`src/design/tun_pkg.sv`:
```
// Package for the triangle unit normal block: widths, the word handed along
// the cell chain, and the saturation constant. No dependencies.
package tun_pkg;

	localparam int COORD_WIDTH      = 24;
	localparam int NORMAL_FRAC_BITS = 15;

	localparam int CW    = COORD_WIDTH;
	localparam int EW    = CW + 1;                 // edge width, signed
	localparam int PW    = 2 * EW;                 // edge product, signed
	localparam int NW    = PW + 1;                 // cross component, signed
	localparam int MW    = NW;                     // cross magnitude, unsigned
	localparam int LO_W  = (MW + 1) / 2;           // low half for squaring
	localparam int HI_W  = MW - LO_W;
	localparam int SQ_W  = 2 * MW;                 // square of one component
	localparam int SUM_W = SQ_W + 2;               // sum of three squares
	localparam int FB    = NORMAL_FRAC_BITS;
	localparam int OW    = FB + 1;                 // output component width
	localparam int RW    = FB + 2;                 // bits of the root r
	localparam int NCELL = RW;                     // one cell per root bit
	localparam int SH    = 2 * FB + 2;             // scale of target and divisor
	localparam int ACC_W = SUM_W + SH + 2;         // residue width in the cells

	localparam logic [RW-1:0] POS_MAX = RW'((64'd1 << FB) - 64'd1);

	typedef struct packed {
		logic [2:0][ACC_W-1:0] a;     // residue per component
		logic [2:0][ACC_W-1:0] b;     // scaled partial root times divisor
		logic [ACC_W-1:0]      c;     // divisor, scaled for the current bit
		logic [2:0][RW-1:0]    r;     // root bits found so far
		logic [2:0]            neg;   // component sign
		logic                  degen; // zero cross product
	} cell_word_t;

endpackage

```
`src/design/tun_back.sv`:
```
// Output stage: rounds the root to the unit component, saturates +1.0,
// applies the sign and holds the result word. Depends on tun_pkg.
module tun_back (
	input  logic                             clk,
	input  logic                             arst_n,
	input  logic                             in_valid,
	output logic                             in_ready,
	input  tun_pkg::cell_word_t              in_word,
	output logic                             out_valid,
	input  logic                             out_ready,
	output logic [2:0][tun_pkg::OW-1:0]      normal,
	output logic                             degenerate
);

	logic                          v_q;
	logic [2:0][tun_pkg::OW-1:0]   normal_q;
	logic                          degen_q;
	logic [2:0][tun_pkg::OW-1:0]   nrm_c;

	always_comb begin
		logic [tun_pkg::RW:0]   sum;
		logic [tun_pkg::RW-1:0] q;
		logic [tun_pkg::RW-1:0] nq;
		for (int i = 0; i < 3; i++) begin
			sum = {1'b0, in_word.r[i]} + (tun_pkg::RW+1)'(1);
			q   = sum[tun_pkg::RW:1];
			nq  = -q;
			if (in_word.degen) begin
				nrm_c[i] = '0;
			end else if (in_word.neg[i]) begin
				nrm_c[i] = nq[tun_pkg::OW-1:0];
			end else if (q > tun_pkg::POS_MAX) begin
				nrm_c[i] = tun_pkg::POS_MAX[tun_pkg::OW-1:0];
			end else begin
				nrm_c[i] = q[tun_pkg::OW-1:0];
			end
		end
	end

	assign in_ready   = !v_q || out_ready;
	assign out_valid  = v_q;
	assign normal     = normal_q;
	assign degenerate = degen_q;

	always_ff @(posedge clk or negedge arst_n) begin
		if (!arst_n) begin
			v_q <= 1'b0;
		end else if (in_ready) begin
			v_q <= in_valid;
		end
	end

	always_ff @(posedge clk) begin
		if (in_ready && in_valid) begin
			normal_q <= nrm_c;
			degen_q  <= in_word.degen;
		end
	end

endmodule
```
`config.mk`:
```
export PLATFORM = sky130hd
export DESIGN_NAME = tun_back
export DESIGN_NICKNAME = d
export VERILOG_FILES = /design/src/design/tun_pkg.sv /design/src/design/tun_back.sv
export SDC_FILE = /design/constraint.sdc
export NUM_CORES = 1
export LEC_CHECK = 0
export ABC_AREA = 0
export BUFFER_PORTS_ARGS = -buffer_cell sky130_fd_sc_hd__buf_4
export CELL_PAD_IN_SITES_DETAIL_PLACEMENT = 1
export CELL_PAD_IN_SITES_GLOBAL_PLACEMENT = 1
export CORE_AREA = 2 2 423 425
export CTS_BUF_LIST = sky130_fd_sc_hd__clkbuf_2
export CTS_CLUSTER_DIAMETER = 60
export DETAILED_ROUTE_END_ITERATION = 6
export DIE_AREA = 0 0 425 427
export GPL_TIMING_DRIVEN = 0
export MAX_ROUTING_LAYER = met4
export PLACE_DENSITY = 0.3
export SYNTH_ARGS = -nofsm -noshare
export SYNTH_HDL_FRONTEND = slang
export SYNTH_SLANG_ARGS = --single-unit
```
`constraint.sdc`:
```
create_clock -name clk -period 1.91 [get_ports clk]
set_clock_uncertainty 0.1 [all_clocks]
set_input_delay 0.2865 -clock clk [delete_from_list [all_inputs] [get_ports clk]]
set_output_delay 0.2865 -clock clk [all_outputs]
set_load 0.02 [all_outputs]
```
# Word level (Yosys, flattened, before mapping)

Index checks and enable logic that the tools add are counted.

Register bits after elaboration: 50
Input port bits: 1025
Output and inout bits: 51
Logic and storage cells: 23

Add/sub/neg operators: 6
$lt $le $gt $ge: 3
Multiplexer cells: 6
Reductions and logical operators: 3

Operator list:

| operator                                                                | number |
|---|---|
| 16-bit 2-to-1 mux                                                       | 6 |
| 17-bit by 1-bit adder with 18-bit output (second input constant)        | 3 |
| 17-bit by 15-bit > comparator with 1-bit output (second input constant) | 3 |
| 16-bit negation                                                         | 3 |
| 1-bit logical AND                                                       | 1 |
| 1-bit logical NOT                                                       | 1 |
| 1-bit logical OR                                                        | 1 |

# Longest topological paths before layout

Gate-level depths: netlist of the first run.

Depth after elaboration: 4
Gate-level depth with buffers: 11
Depth with buffers taken out: 9

# Least setup slack after synthesis of the first run

OpenSTA, ideal clock, no wires.

Kind: input-to-reg
Start point: input in_word[8] (netlist bit)
End point: register normal_q, in the netlist normal[11] (data pin)
Arrival: 2.348 ns
Required time: 1.549 ns
Path slack: -0.798 ns
Cell stages on the path: 8
Cell sequence: clkbuf_1 -> nand3_1 -> nor3_2 -> nor3b_1 -> mux2_2 -> nor2_1 -> a21oi_1 -> o311a_1

Longest elaborated chain between the ends: 4

RTL lines:

| what                                            | line           | text |
|---|---|---|
| start: declaration                              | tun_back.sv:8  | `input tun_pkg::cell_word_t in_word,` |
| 17-bit by 1-bit adder with 18-bit output *      | tun_back.sv:25 | `sum = {1'b0, in_word.r[i]} + (tun_pkg::RW+1)'(1);` |
| 17-bit by 15-bit > comparator with 1-bit output | tun_back.sv:32 | `end else if (q > tun_pkg::POS_MAX) begin` |
| 16-bit 2-to-1 mux                               | tun_back.sv:32 |  |
| 16-bit 2-to-1 mux *                             | tun_back.sv:30 | `end else if (in_word.neg[i]) begin` |
| end signal: assignment                          | tun_back.sv:55 | `normal_q <= nrm_c;` |
| end: declaration                                | tun_back.sv:16 | `logic [2:0][tun_pkg::OW-1:0] normal_q;` |

Every way passes the cells marked *; elsewhere a longest branch is shown, timed or not.
A chain may end at the register's enable or synchronous reset.

# Final worst setup path of the first run

Start point: input in_word[25] (netlist bit)
End point: register normal_q, in the netlist normal[21] (data pin)

The elaborated chain is that of the path after synthesis.

==> out/qor.txt, run 1 <==
Max Slew Vio Count - 0
Inserted Clock Buffers - 5
Slowest cell on crit path - or4_4
Die area - 181500 um^2
Status - finished with violations
I/O pins - 1076
Global-route wire length before repair - 43070 um
Clock power share - 0.173
Worst Path Class, Setup - input port to flip-flop
DR pass1 iterations - 4
Buf/Inv on CP - 2
Yosys warnings - 0
# Max-Cap Violations - 0
Final Hold Fails - 0
Setup TNS - -1.656 ns
Met2 Track Usage GR - 0.05908
# rows - 155
Synthesized Nets - 1557
P per Cell Area - 323.0 nW/um^2
Worst path depth - 9
Period utilisation layout - 1.108
Final Power - 3.466 mW
Worst path cell trace - buf_12 > nand4_4 > buf_6 > or4_4 > nor2_4 > xnor2_4 > a2111oi_4 > a41oi_4 > a221oi_2
Vias in the first global route - 5130
Ranking of synthesized cells by area - edfxtp_1 31%, xnor2_1 11%, xor2_1 4.9%
Initial antenna violation count - 12
GR peak layer - met2
Mapped Cells - 523
DRC viols - 0
Gr usage total - 0.03560
Async S/R FF share, synth - 0.02000
RSZ-0062 raised after global routing - yes
Combinational Power Share - 0.435
Final non-filler cell total - 3094
Die height - 427 um
Area of the core - 177300 um^2
Clock Tree Root - clkbuf_2
Vias - 5052
# fillers - 21089
Worst Reg-to-Reg Cells - 3
Critical path arrival - 2.45 ns
Maximum vdd drop - 194.8 uV
Dpl hpwl - 26780 um
Distinct cell type count after synthesis - 68
Final Net Count - 1764
Die Wd - 425 um
Largest net degree at the start of global routing - 36
Layout cells sized above 1 - 0.5021
Clk_lat worst skew - 0.59 ns
Initial Util - 0.02647
Placer congestion estimate - 0.7350
H-tree levels - 2
Critical path peak fanout - 7
Area Growth Syn to Fin - 128.7%
Yosys top cell by area - edfxtp_1
Clk buf depth - 2
Ys flop type - edfxtp_1
Post-DR wirelength/cell - 10.49 um
ANT nets after route - 0
CTS sink count - 50
# port buffers - 99
Overflow after GRT - 0
Seq pwr share - 0.392
Slew HR - 0.3107
EDFF count, synth - 49
Via density per instance - 1.633
Crit path max-delay family - compound AO/OA/AOI/OAI gates
Inst Count DP - 2978
Failing checks - negative setup slack
Sw frac - 0.4088
Worst Hold Class - input port to flip-flop
Least-Margin Pin Slew - 1.034 ns
Final wirelength - 32450 um
Synthesized area per cell - 8.971 um^2
TritonCTS clock tree - done
Synthesized flop and latch total - 50
P_sw - 1.417 mW
FMAX - 472.7 MHz
Internal power - 2.049 mW
Final Setup Violations - 20
Synth top area share - 0.3136
Post-synth design cell area - 4692 um^2
Final Critical Period - 2.116 ns
Critical path endpoint category - flip-flop
Final worst setup slack - -0.2057 ns
M3 GR Usage - 0.006432
Req. time, crit path - 2.24 ns
Sequential element share of the synthesized area - 0.3189
Initial DRC Count - 142
Max incr delay on CP - 0.53 ns
Pleak - 2.972 nW
Hold Crit Depth - 4
Worst-path clk slew - 0.32 ns
Startpoint types - input port
Met1 Track Usage GR - 0.04089
-- timing repair --
item                                    CTS  global route
endpoints found under the setup margin   93            45
endpoints found under the hold margin    32             0
setup buffers                            34            49
resized for setup                        92            92
pin swaps                                41            60
hold buffers                             20             0
-- stage by stage --
stage                     hold WS (ns)  area [um^2]  setup slack, ns     util
after global placement        -0.03557         8911           -1.280  0.05027
after detailed placement      -0.03523         8931           -1.271  0.05038
final                          0.09539        10730          -0.2057  0.06054
after CTS                     0.001205         9858          -0.1178  0.05562
after floorplan                -0.1091         5221          -0.4801        -
after global routing           0.02408        10730          -0.2212  0.06054
-- synthesized netlist by cell type, types with 4 or more instances --
cell	count
nor3_1	22
and2_1	6
o22ai_1	4
edfxtp_1	49
inv_1	20
o21ai_0	8
and3_1	11
nand4_1	18
nor4_1	14
or3_1	7
clkbuf_1	21
buf_2	10
xnor2_1	61
nand3_1	29
a221oi_1	18
and4_1	4
nor3b_1	6
a221oi_2	6
nand2_1	42
nor2_1	36
ha_1	9
a21oi_1	18
xor2_1	26
a211oi_1	14
-- power groups by stage --
| stage | registers (mW) | clock network [mW] | logic, mW |
|---|---|---|---|
| after floorplan | 1.44 | 0 | 0.568 |
| final | 1.36 | 0.598 | 1.51 |
| after detailed placement | 1.38 | 0 | 1.21 |
| after global placement | 1.39 | 0 | 1.21 |
| after global routing | 1.37 | 0.697 | 1.63 |
| after CTS | 1.36 | 0.708 | 1.40 |
-- final timing paths --
kind,from,endpoint,slack (ns)
min reg2reg,out_valid$_DFFE_PN0N_,normal[42]$_SDFFCE_PP0P_,0.96
min,in_word[30],normal[24]$_SDFFCE_PP0P_,0.1
max reg2reg,out_valid$_DFFE_PN0N_,normal[17]$_SDFFCE_PP0P_,0.26
max in group asynchronous,arst_n,out_valid$_DFFE_PN0N_,1.25
max,in_word[25],normal[21]$_SDFFCE_PP0P_,-0.21
min in group asynchronous,arst_n,out_valid$_DFFE_PN0N_,0.36
-- layer usage --
layer / vias up / routed length, um
met4: 0 / 1379
met5: - / 0
met1: 2537 / 13660
met2: 88 / 16210
li1: 2401 / -
met3: 26 / 1204
-- cell families (layout without fill, tap and decap cells) --
logic type	after synthesis	in the layout	synth area share
simple gates	220	220	0.2563
compound gates	99	99	0.1736
xor+xnor	89	89	0.1741
buf+inv	54	262	0.04853
flops	50	50	0.3189
fa+ha+maj	9	9	0.02400
mux	2	2	0.004533
other cells	0	8	0
-- state kept, by name (all words and copies together), names as in the netlist --
name	flops
out_valid	1
normal	48
degenerate	1
-- worst register-to-register path, delay by kind of cell, from the launching register on --
kind | cells | cell delay, ns
flops | 1 | 0.54
simple gates | 2 | 0.46
buf+inv | 1 | 0.30
-- final cells by class --
type,instances,area (um^2),share of cell area
sequential,50,1498,0.1396
inverter,20,75.07,0.006995
clock buffer,5,25.02,0.002332
antenna,8,20.02,0.001865
buffer,31,292.8,0.02728
clock inverter,3,20.02,0.001865
multi-input combinational,419,4024,0.3750
tap,2355,2947,0.2746
timing repair buffer,203,1831,0.1706
-- cell usage in the layout, fill, tap and decap left out, types with 4 or more instances in the layout --
cell | synthesis | final
a211oi_1 | 14 | 11
a21oi_1 | 18 | 7
a21oi_2 | 0 | 8
a221oi_2 | 6 | 22
and2_1 | 6 | 5
and3_1 | 11 | 10
buf_12 | 0 | 13
buf_4 | 1 | 145
buf_6 | 1 | 24
buf_8 | 0 | 13
clkbuf_1 | 21 | 12
clkbuf_2 | 1 | 7
diode_2 | 0 | 8
dlygate4sd3_1 | 0 | 20
edfxtp_1 | 49 | 49
ha_1 | 9 | 5
inv_1 | 20 | 20
nand2_1 | 42 | 37
nand2_2 | 0 | 5
nand3_1 | 29 | 19
nand3_4 | 0 | 7
nand4_1 | 18 | 18
nor2_1 | 36 | 29
nor2_4 | 0 | 4
nor3_1 | 22 | 11
nor3_2 | 1 | 7
nor3_4 | 0 | 5
nor4_1 | 14 | 4
nor4_2 | 2 | 4
nor4_4 | 0 | 8
o21ai_0 | 8 | 4
or3_4 | 0 | 6
or4_4 | 1 | 4
xnor2_1 | 61 | 46
xnor2_2 | 0 | 12
xnor2_4 | 2 | 5
xor2_1 | 26 | 21
xor2_2 | 0 | 4
(Power assumes the default switching activity.)
==> run 2, diff against run 1 <==
- BUFFER_PORTS_ARGS: -buffer_cell sky130_fd_sc_hd__buf_4 -> default
- DONT_BUFFER_PORTS: default -> 1
==> run 2 against run 1 <==
Effect of this change: the flow still finishes with violations (negative setup slack); via count is 9.1% lower; combinational power decreased by 25%; critical path depth stayed put; sequential power increased by 10%; critical path type unchanged; critical endpoint is now normal[17]$_SDFFCE_PP0P_.
==> out/qor.txt, run 2 (synthesis results as in run 1) <==
Vias - 4591
Worst Reg-to-Reg Cells - 2
R2R Setup Slk - 0.12 ns
Status - finished with violations
Least-Margin Pin Slew - 1.207 ns
Inserted Clock Buffers - 5
Final Net Count - 1658
Final wirelength - 33320 um
Worst Path Class, Setup - input port to flip-flop
Period utilisation layout - 1.142
Clock power share - 0.175
Via density per instance - 1.538
Commonest non-fill, non-tap cells in the layout - 57 x buf_4, 49 x edfxtp_1, 44 x xnor2_1, 37 x nand2_1, 29 x nor2_1
Final Setup Violations - 29
Clk buf depth - 2
Die Wd - 425 um
Final Critical Period - 2.180 ns
Die height - 427 um
Vias in the first global route - 4827
P_sw - 1.309 mW
Area of the core - 177300 um^2
Area Growth Syn to Fin - 110.3%
Critical hold path startpoint - in_word[16]
Gr usage total - 0.03697
Critical path endpoint category - flip-flop
Placer congestion estimate - 0.7006
I/O pins - 1076
Startpoint types - input port
DR pass1 iterations - 4
Dpl hpwl - 26370 um
Die area - 181500 um^2
# rows - 155
Initial antenna violation count - 3
Overflow after GRT - 0
Largest net degree at the start of global routing - 17
Seq pwr share - 0.469
Inst Count DP - 2878
# port buffers - 0
Initial Util - 0.02647
Layout Utilization - 0.05566
Most common cell after layout, fill and taps aside - buf_4
Failing checks - negative setup slack
Req. time, crit path - 2.18 ns
Setup TNS - -3.722 ns
Worst-path clk slew - 0.32 ns
# Max-Cap Violations - 0
Hold Crit Depth - 4
Clock Tree Root - clkbuf_2
Max Slew Vio Count - 0
Reg2reg start - out_valid$_DFFE_PN0N_
Slew HR - 0.1955
CTS sink count - 50
Worst hold endpoint - normal[13]$_SDFFCE_PP0P_
Final Hold Fails - 0
Maximum vdd drop - 304.2 uV
Sw frac - 0.4104
FMAX - 458.6 MHz
Post-DR wirelength/cell - 11.16 um
P per Cell Area - 323.4 nW/um^2
ANT nets after route - 0
Layout cells sized above 1 - 0.4160
Global-route wire length before repair - 43750 um
Final non-filler cell total - 2985
Critical path arrival - 2.45 ns
Reg2reg end - normal[13]$_SDFFCE_PP0P_
H-tree levels - 2
Max reg flops - 48
Final worst setup slack - -0.2703 ns
Combinational Power Share - 0.356
RSZ-0062 raised after global routing - yes
TritonCTS clock tree - done
# fillers - 21120
Clk_lat worst skew - 0.60 ns
Worst Hold Class - input port to flip-flop
Internal power - 1.881 mW
Initial DRC Count - 173
Critical path peak fanout - 5
Pleak - 2.416 nW
DRC viols - 0
run 2: cell count changes in the layout (fill, tap and decap cells not counted), moves of 4 or more:
cell | before | now
a211oi_1 | 11 | 5
a211oi_4 | 1 | 6
a221oi_2 | 22 | 14
a221oi_4 | 0 | 5
buf_12 | 13 | 6
buf_4 | 145 | 57
buf_6 | 24 | 11
buf_8 | 13 | 7
dlygate4sd3_1 | 20 | 25
nor3_1 | 11 | 7
run 2: power groups by stage:
| stage | registers, mW | clock network (mW) | logic (mW) |
|---|---|---|---|
| 6_report | 1.50 | 0.559 | 1.13 |
| 5_1_grt | 1.51 | 0.651 | 1.23 |
| 4_1_cts | 1.50 | 0.649 | 1.07 |
| 3_5_place_dp | 1.53 | 0 | 0.810 |
| 3_3_place_gp | 1.53 | 0 | 0.808 |
| 2_1_floorplan | 1.44 | 0 | 0.568 |
run 2: how the worst max path moves through the flow:
stage,from,end,cells past startpoint,slack (ns)
4_1_cts,out_valid$_DFFE_PN0N_,in_ready,1,-0.25
3_3_place_gp,in_word[41],normal[38]$_SDFFCE_PP0P_,8,-1.48
6_report,in_word[22],normal[17]$_SDFFCE_PP0P_,9,-0.27
2_1_floorplan,in_word[38],normal[47]$_SDFFCE_PP0P_,9,-0.48
3_5_place_dp,in_word[41],normal[38]$_SDFFCE_PP0P_,8,-1.53
5_1_grt,in_word[22],normal[17]$_SDFFCE_PP0P_,9,-0.31
run 2: what timing repair did:
action | in CTS | in global routing
endpoints found under the hold margin | 71 | 0
hold buffers | 26 | 0
gates cloned | 3 | 0
endpoints found under the setup margin | 80 | 40
setup buffers | 39 | 32
pin swaps | 44 | 45
gates resized for setup | 84 | 75
run 2: worst max-delay path, cell delays in order:
cell	delay, ns
ha_4	0.14
inv_2	0.03
or4_4	0.56
nor2_4	0.16
xnor2_4	0.10
a2111oi_4	0.34
a41oi_4	0.27
buf_12	0.21
a221oi_4	0.33
run 2: cell type report:
class / instances / area, um^2 / share of cell area
Antenna cell: 5 / 12.51 / 0.001268
Buffer: 30 / 281.5 / 0.02854
Clock buffer: 5 / 25.02 / 0.002536
Clock inverter: 3 / 20.02 / 0.002029
Inverter: 20 / 75.07 / 0.007609
Multi-Input combinational cell: 422 / 4150 / 0.4207
Sequential cell: 50 / 1500 / 0.1521
Tap cell: 2355 / 2947 / 0.2987
Timing Repair Buffer: 95 / 854.6 / 0.08662
run 2: metrics by stage:
stage | setup WS (ns) | instance area, um^2 | hold WS [ns] | power, mW
CTS | -0.2471 | 9250 | 0.00002903 | 3.219
floorplan | -0.4801 | 5221 | -0.1091 | 2.005
finish | -0.2703 | 9866 | 0.1231 | 3.191
global placement | -1.480 | 8168 | -0.1091 | 2.340
global route | -0.3077 | 9856 | 0.03805 | 3.394
detailed placement | -1.529 | 8168 | -0.1090 | 2.338
run 2: routing by layer:
metal	global-route usage	wire [um]	vias to the layer above
met1	0.03455	11280	2337
met3	0.01663	3501	15
met2	0.06612	17600	71
li1	-	-	2168
met4	0.01383	941	0
met5	-	0	-
==> run 3, diff against run 2 <==
- BUFFER_PORTS_ARGS: default -> -buffer_cell sky130_fd_sc_hd__buf_4
- DONT_BUFFER_PORTS: 1 -> default
- PLACE_DENSITY: 0.3 -> 0.32
==> run 3 against run 2 <==
Effect of this change: the run still ends with negative setup slack left; global-route usage fell by 0.084 points; critical endpoint is now normal[21]$_SDFFCE_PP0P_; sequential share of layout area fell by 0.66 points; sequential power fell by 9%; worst setup slack improved by 0.058 ns; largest cell class unchanged; via count rose by 5.3%; total power rose by 9.8%; final cell count rose by 2.9%; critical path depth did not move; count of clock-buffer cells in the layout did not move; clock power rose by 29%; combinational power rose by 26%; core utilization rose by 0.24 points.
==> out/qor.txt, run 3 (synthesis results as in run 1) <==
Status - finished with violations
Failing checks - negative setup slack
Max reg flops - 48
Clock power share - 0.205
Met1 Track Usage GR - 0.04068
Pleak - 2.744 nW
Final Hold Fails - 0
Critical path endpoint category - flip-flop
Final worst setup slack - -0.2126 ns
Clock Tree Root - clkbuf_2
Least-Margin Pin Slew - 1.113 ns
Initial Util - 0.02647
Largest net degree at the start of global routing - 26
Maximum vdd drop - 275.3 uV
Layout Utilization - 0.05810
Period utilisation layout - 1.111
Global-route wire length before repair - 43360 um
Worst-path clk slew - 0.39 ns
Critical path arrival - 2.45 ns
# Max-Cap Violations - 0
Sw frac - 0.3966
Area Growth Syn to Fin - 119.5%
Dpl hpwl - 26790 um
Final Power - 3.503 mW
Commonest non-fill, non-tap cells in the layout - 136 x buf_4, 49 x edfxtp_1, 48 x xnor2_1, 38 x nand2_1, 26 x nor2_1
P per Cell Area - 340.1 nW/um^2
GR peak layer - met2
Vias - 4835
Req. time, crit path - 2.24 ns
Buf/Inv on CP - 2
Seq pwr share - 0.388
Final Net Count - 1735
H-tree levels - 2
Startpoint types - input port
Worst path depth - 9
Via density per instance - 1.574
Slowest cell on crit path - or4_4
Met2 Track Usage GR - 0.06314
Hold Slack - 0.1442 ns
Clk buf depth - 2
Dpl cell area - 8912 um^2
DRC viols - 0
Initial antenna violation count - 17
Final Setup Violations - 24
Combinational Power Share - 0.407
FMAX - 471.1 MHz
DR pass1 iterations - 4
Initial DRC Count - 146
Most common cell after layout, fill and taps aside - buf_4
Max incr delay on CP - 0.66 ns
Clk_lat worst skew - 0.57 ns
Final wirelength - 32590 um
Area of the core - 177300 um^2
# rows - 155
ANT nets after route - 0
RSZ-0062 raised after global routing - yes
Die height - 427 um
# fillers - 21147
I/O pins - 1076
Die area - 181500 um^2
Hold Crit Depth - 4
CTS sink count - 50
P_sw - 1.389 mW
TritonCTS clock tree - done
Internal power - 2.114 mW
Placer congestion estimate - 0.7116
Crit path max-delay family - simple AND/OR/NAND/NOR gates
Critical path peak fanout - 5
Overflow after GRT - 0
Final Critical Period - 2.123 ns
Worst Path Class, Setup - input port to flip-flop
Max Slew Vio Count - 0
Inserted Clock Buffers - 5
Slew HR - 0.2579
Gr usage total - 0.03613
# port buffers - 99
M3 GR Usage - 0.006823
Design Area, Final - 10300 um^2
Die Wd - 425 um
Worst path cell trace - buf_8 > nand4_4 > or4_4 > nor2_8 > xnor2_4 > a2111oi_4 > a41oi_4 > buf_6 > a221oi_4
Post-DR wirelength/cell - 10.61 um
Layout cells sized above 1 - 0.4615
Vias in the first global route - 5077
Worst Reg-to-Reg Cells - 2
Worst Hold Class - input port to flip-flop
## run 3: cell count changes in the layout (fill, tap and decap cells not counted), moves of 5 or more
cell and delta:
buf_4 +79, diode_2 +9, a21oi_2 -6, dlygate4sd3_1 -6, a211oi_4 -5
## run 3: repair_timing
item                                   CTS  global route
pin swaps                               39            37
cloned                                   1             0
endpoints found under the hold margin   17             0
hold buffers                            19             0
setup endpoints to repair               85            41
setup buffers                           33            23
resized for setup                       79            53
## run 3: layout make-up
class / count / area (um^2) / area share
multi-input cells: 420 / 3935 / 0.3821
well taps: 2355 / 2947 / 0.2861
flip-flops and latches: 50 / 1498 / 0.1454
repair buffers: 174 / 1486 / 0.1443
plain buffers: 30 / 255.2 / 0.02478
inverters: 20 / 75.07 / 0.007290
clock inverters: 3 / 42.54 / 0.004131
diodes: 14 / 35.03 / 0.003402
clock buffers: 5 / 25.02 / 0.002430
## run 3: tightest hold or removal path: stages
cell,delay (ns)
buf_4,0.10
xor2_1,0.12
xnor2_2,0.17
a221oi_2,0.06
## run 3: path summary, 6_finish.rpt
check	slack, ns	to	start
min reg2reg	1.00	normal[33]$_SDFFCE_PP0P_	out_valid$_DFFE_PN0N_
max	-0.21	normal[21]$_SDFFCE_PP0P_	in_word[26]
max in group asynchronous	1.24	out_valid$_DFFE_PN0N_	arst_n
min in group asynchronous	0.37	out_valid$_DFFE_PN0N_	arst_n
max reg2reg	0.29	normal[25]$_SDFFCE_PP0P_	out_valid$_DFFE_PN0N_
min	0.14	normal[12]$_SDFFCE_PP0P_	in_word[17]
## run 3: metal layers
metal / up-vias / wire length, um / part of all wire
met5: - / 0 / 0
met3: 20 / 1365 / 0.042
met4: 0 / 676 / 0.021
met1: 2389 / 13500 / 0.41
li1: 2345 / - / -
met2: 81 / 17050 / 0.52
## run 3: per-stage QoR
step	worst slack, ns	std cells	TNS, ns
finish	-0.2126	3071	-2.916
global route	-0.2144	3065	-3.962
CTS	-0.1148	3035	-1.294
detailed placement	-1.403	2977	-56.68
global placement	-1.429	2977	-80.33
floorplan	-0.4801	523	-14.55
## run 3: power groups by stage
stage	sequential, mW	combinational, mW	clock, mW
global placement	1.39	1.21	0
global route	1.37	1.54	0.821
detailed placement	1.39	1.21	0
finish	1.36	1.42	0.719
floorplan	1.44	0.568	0
CTS	1.36	1.39	0.819
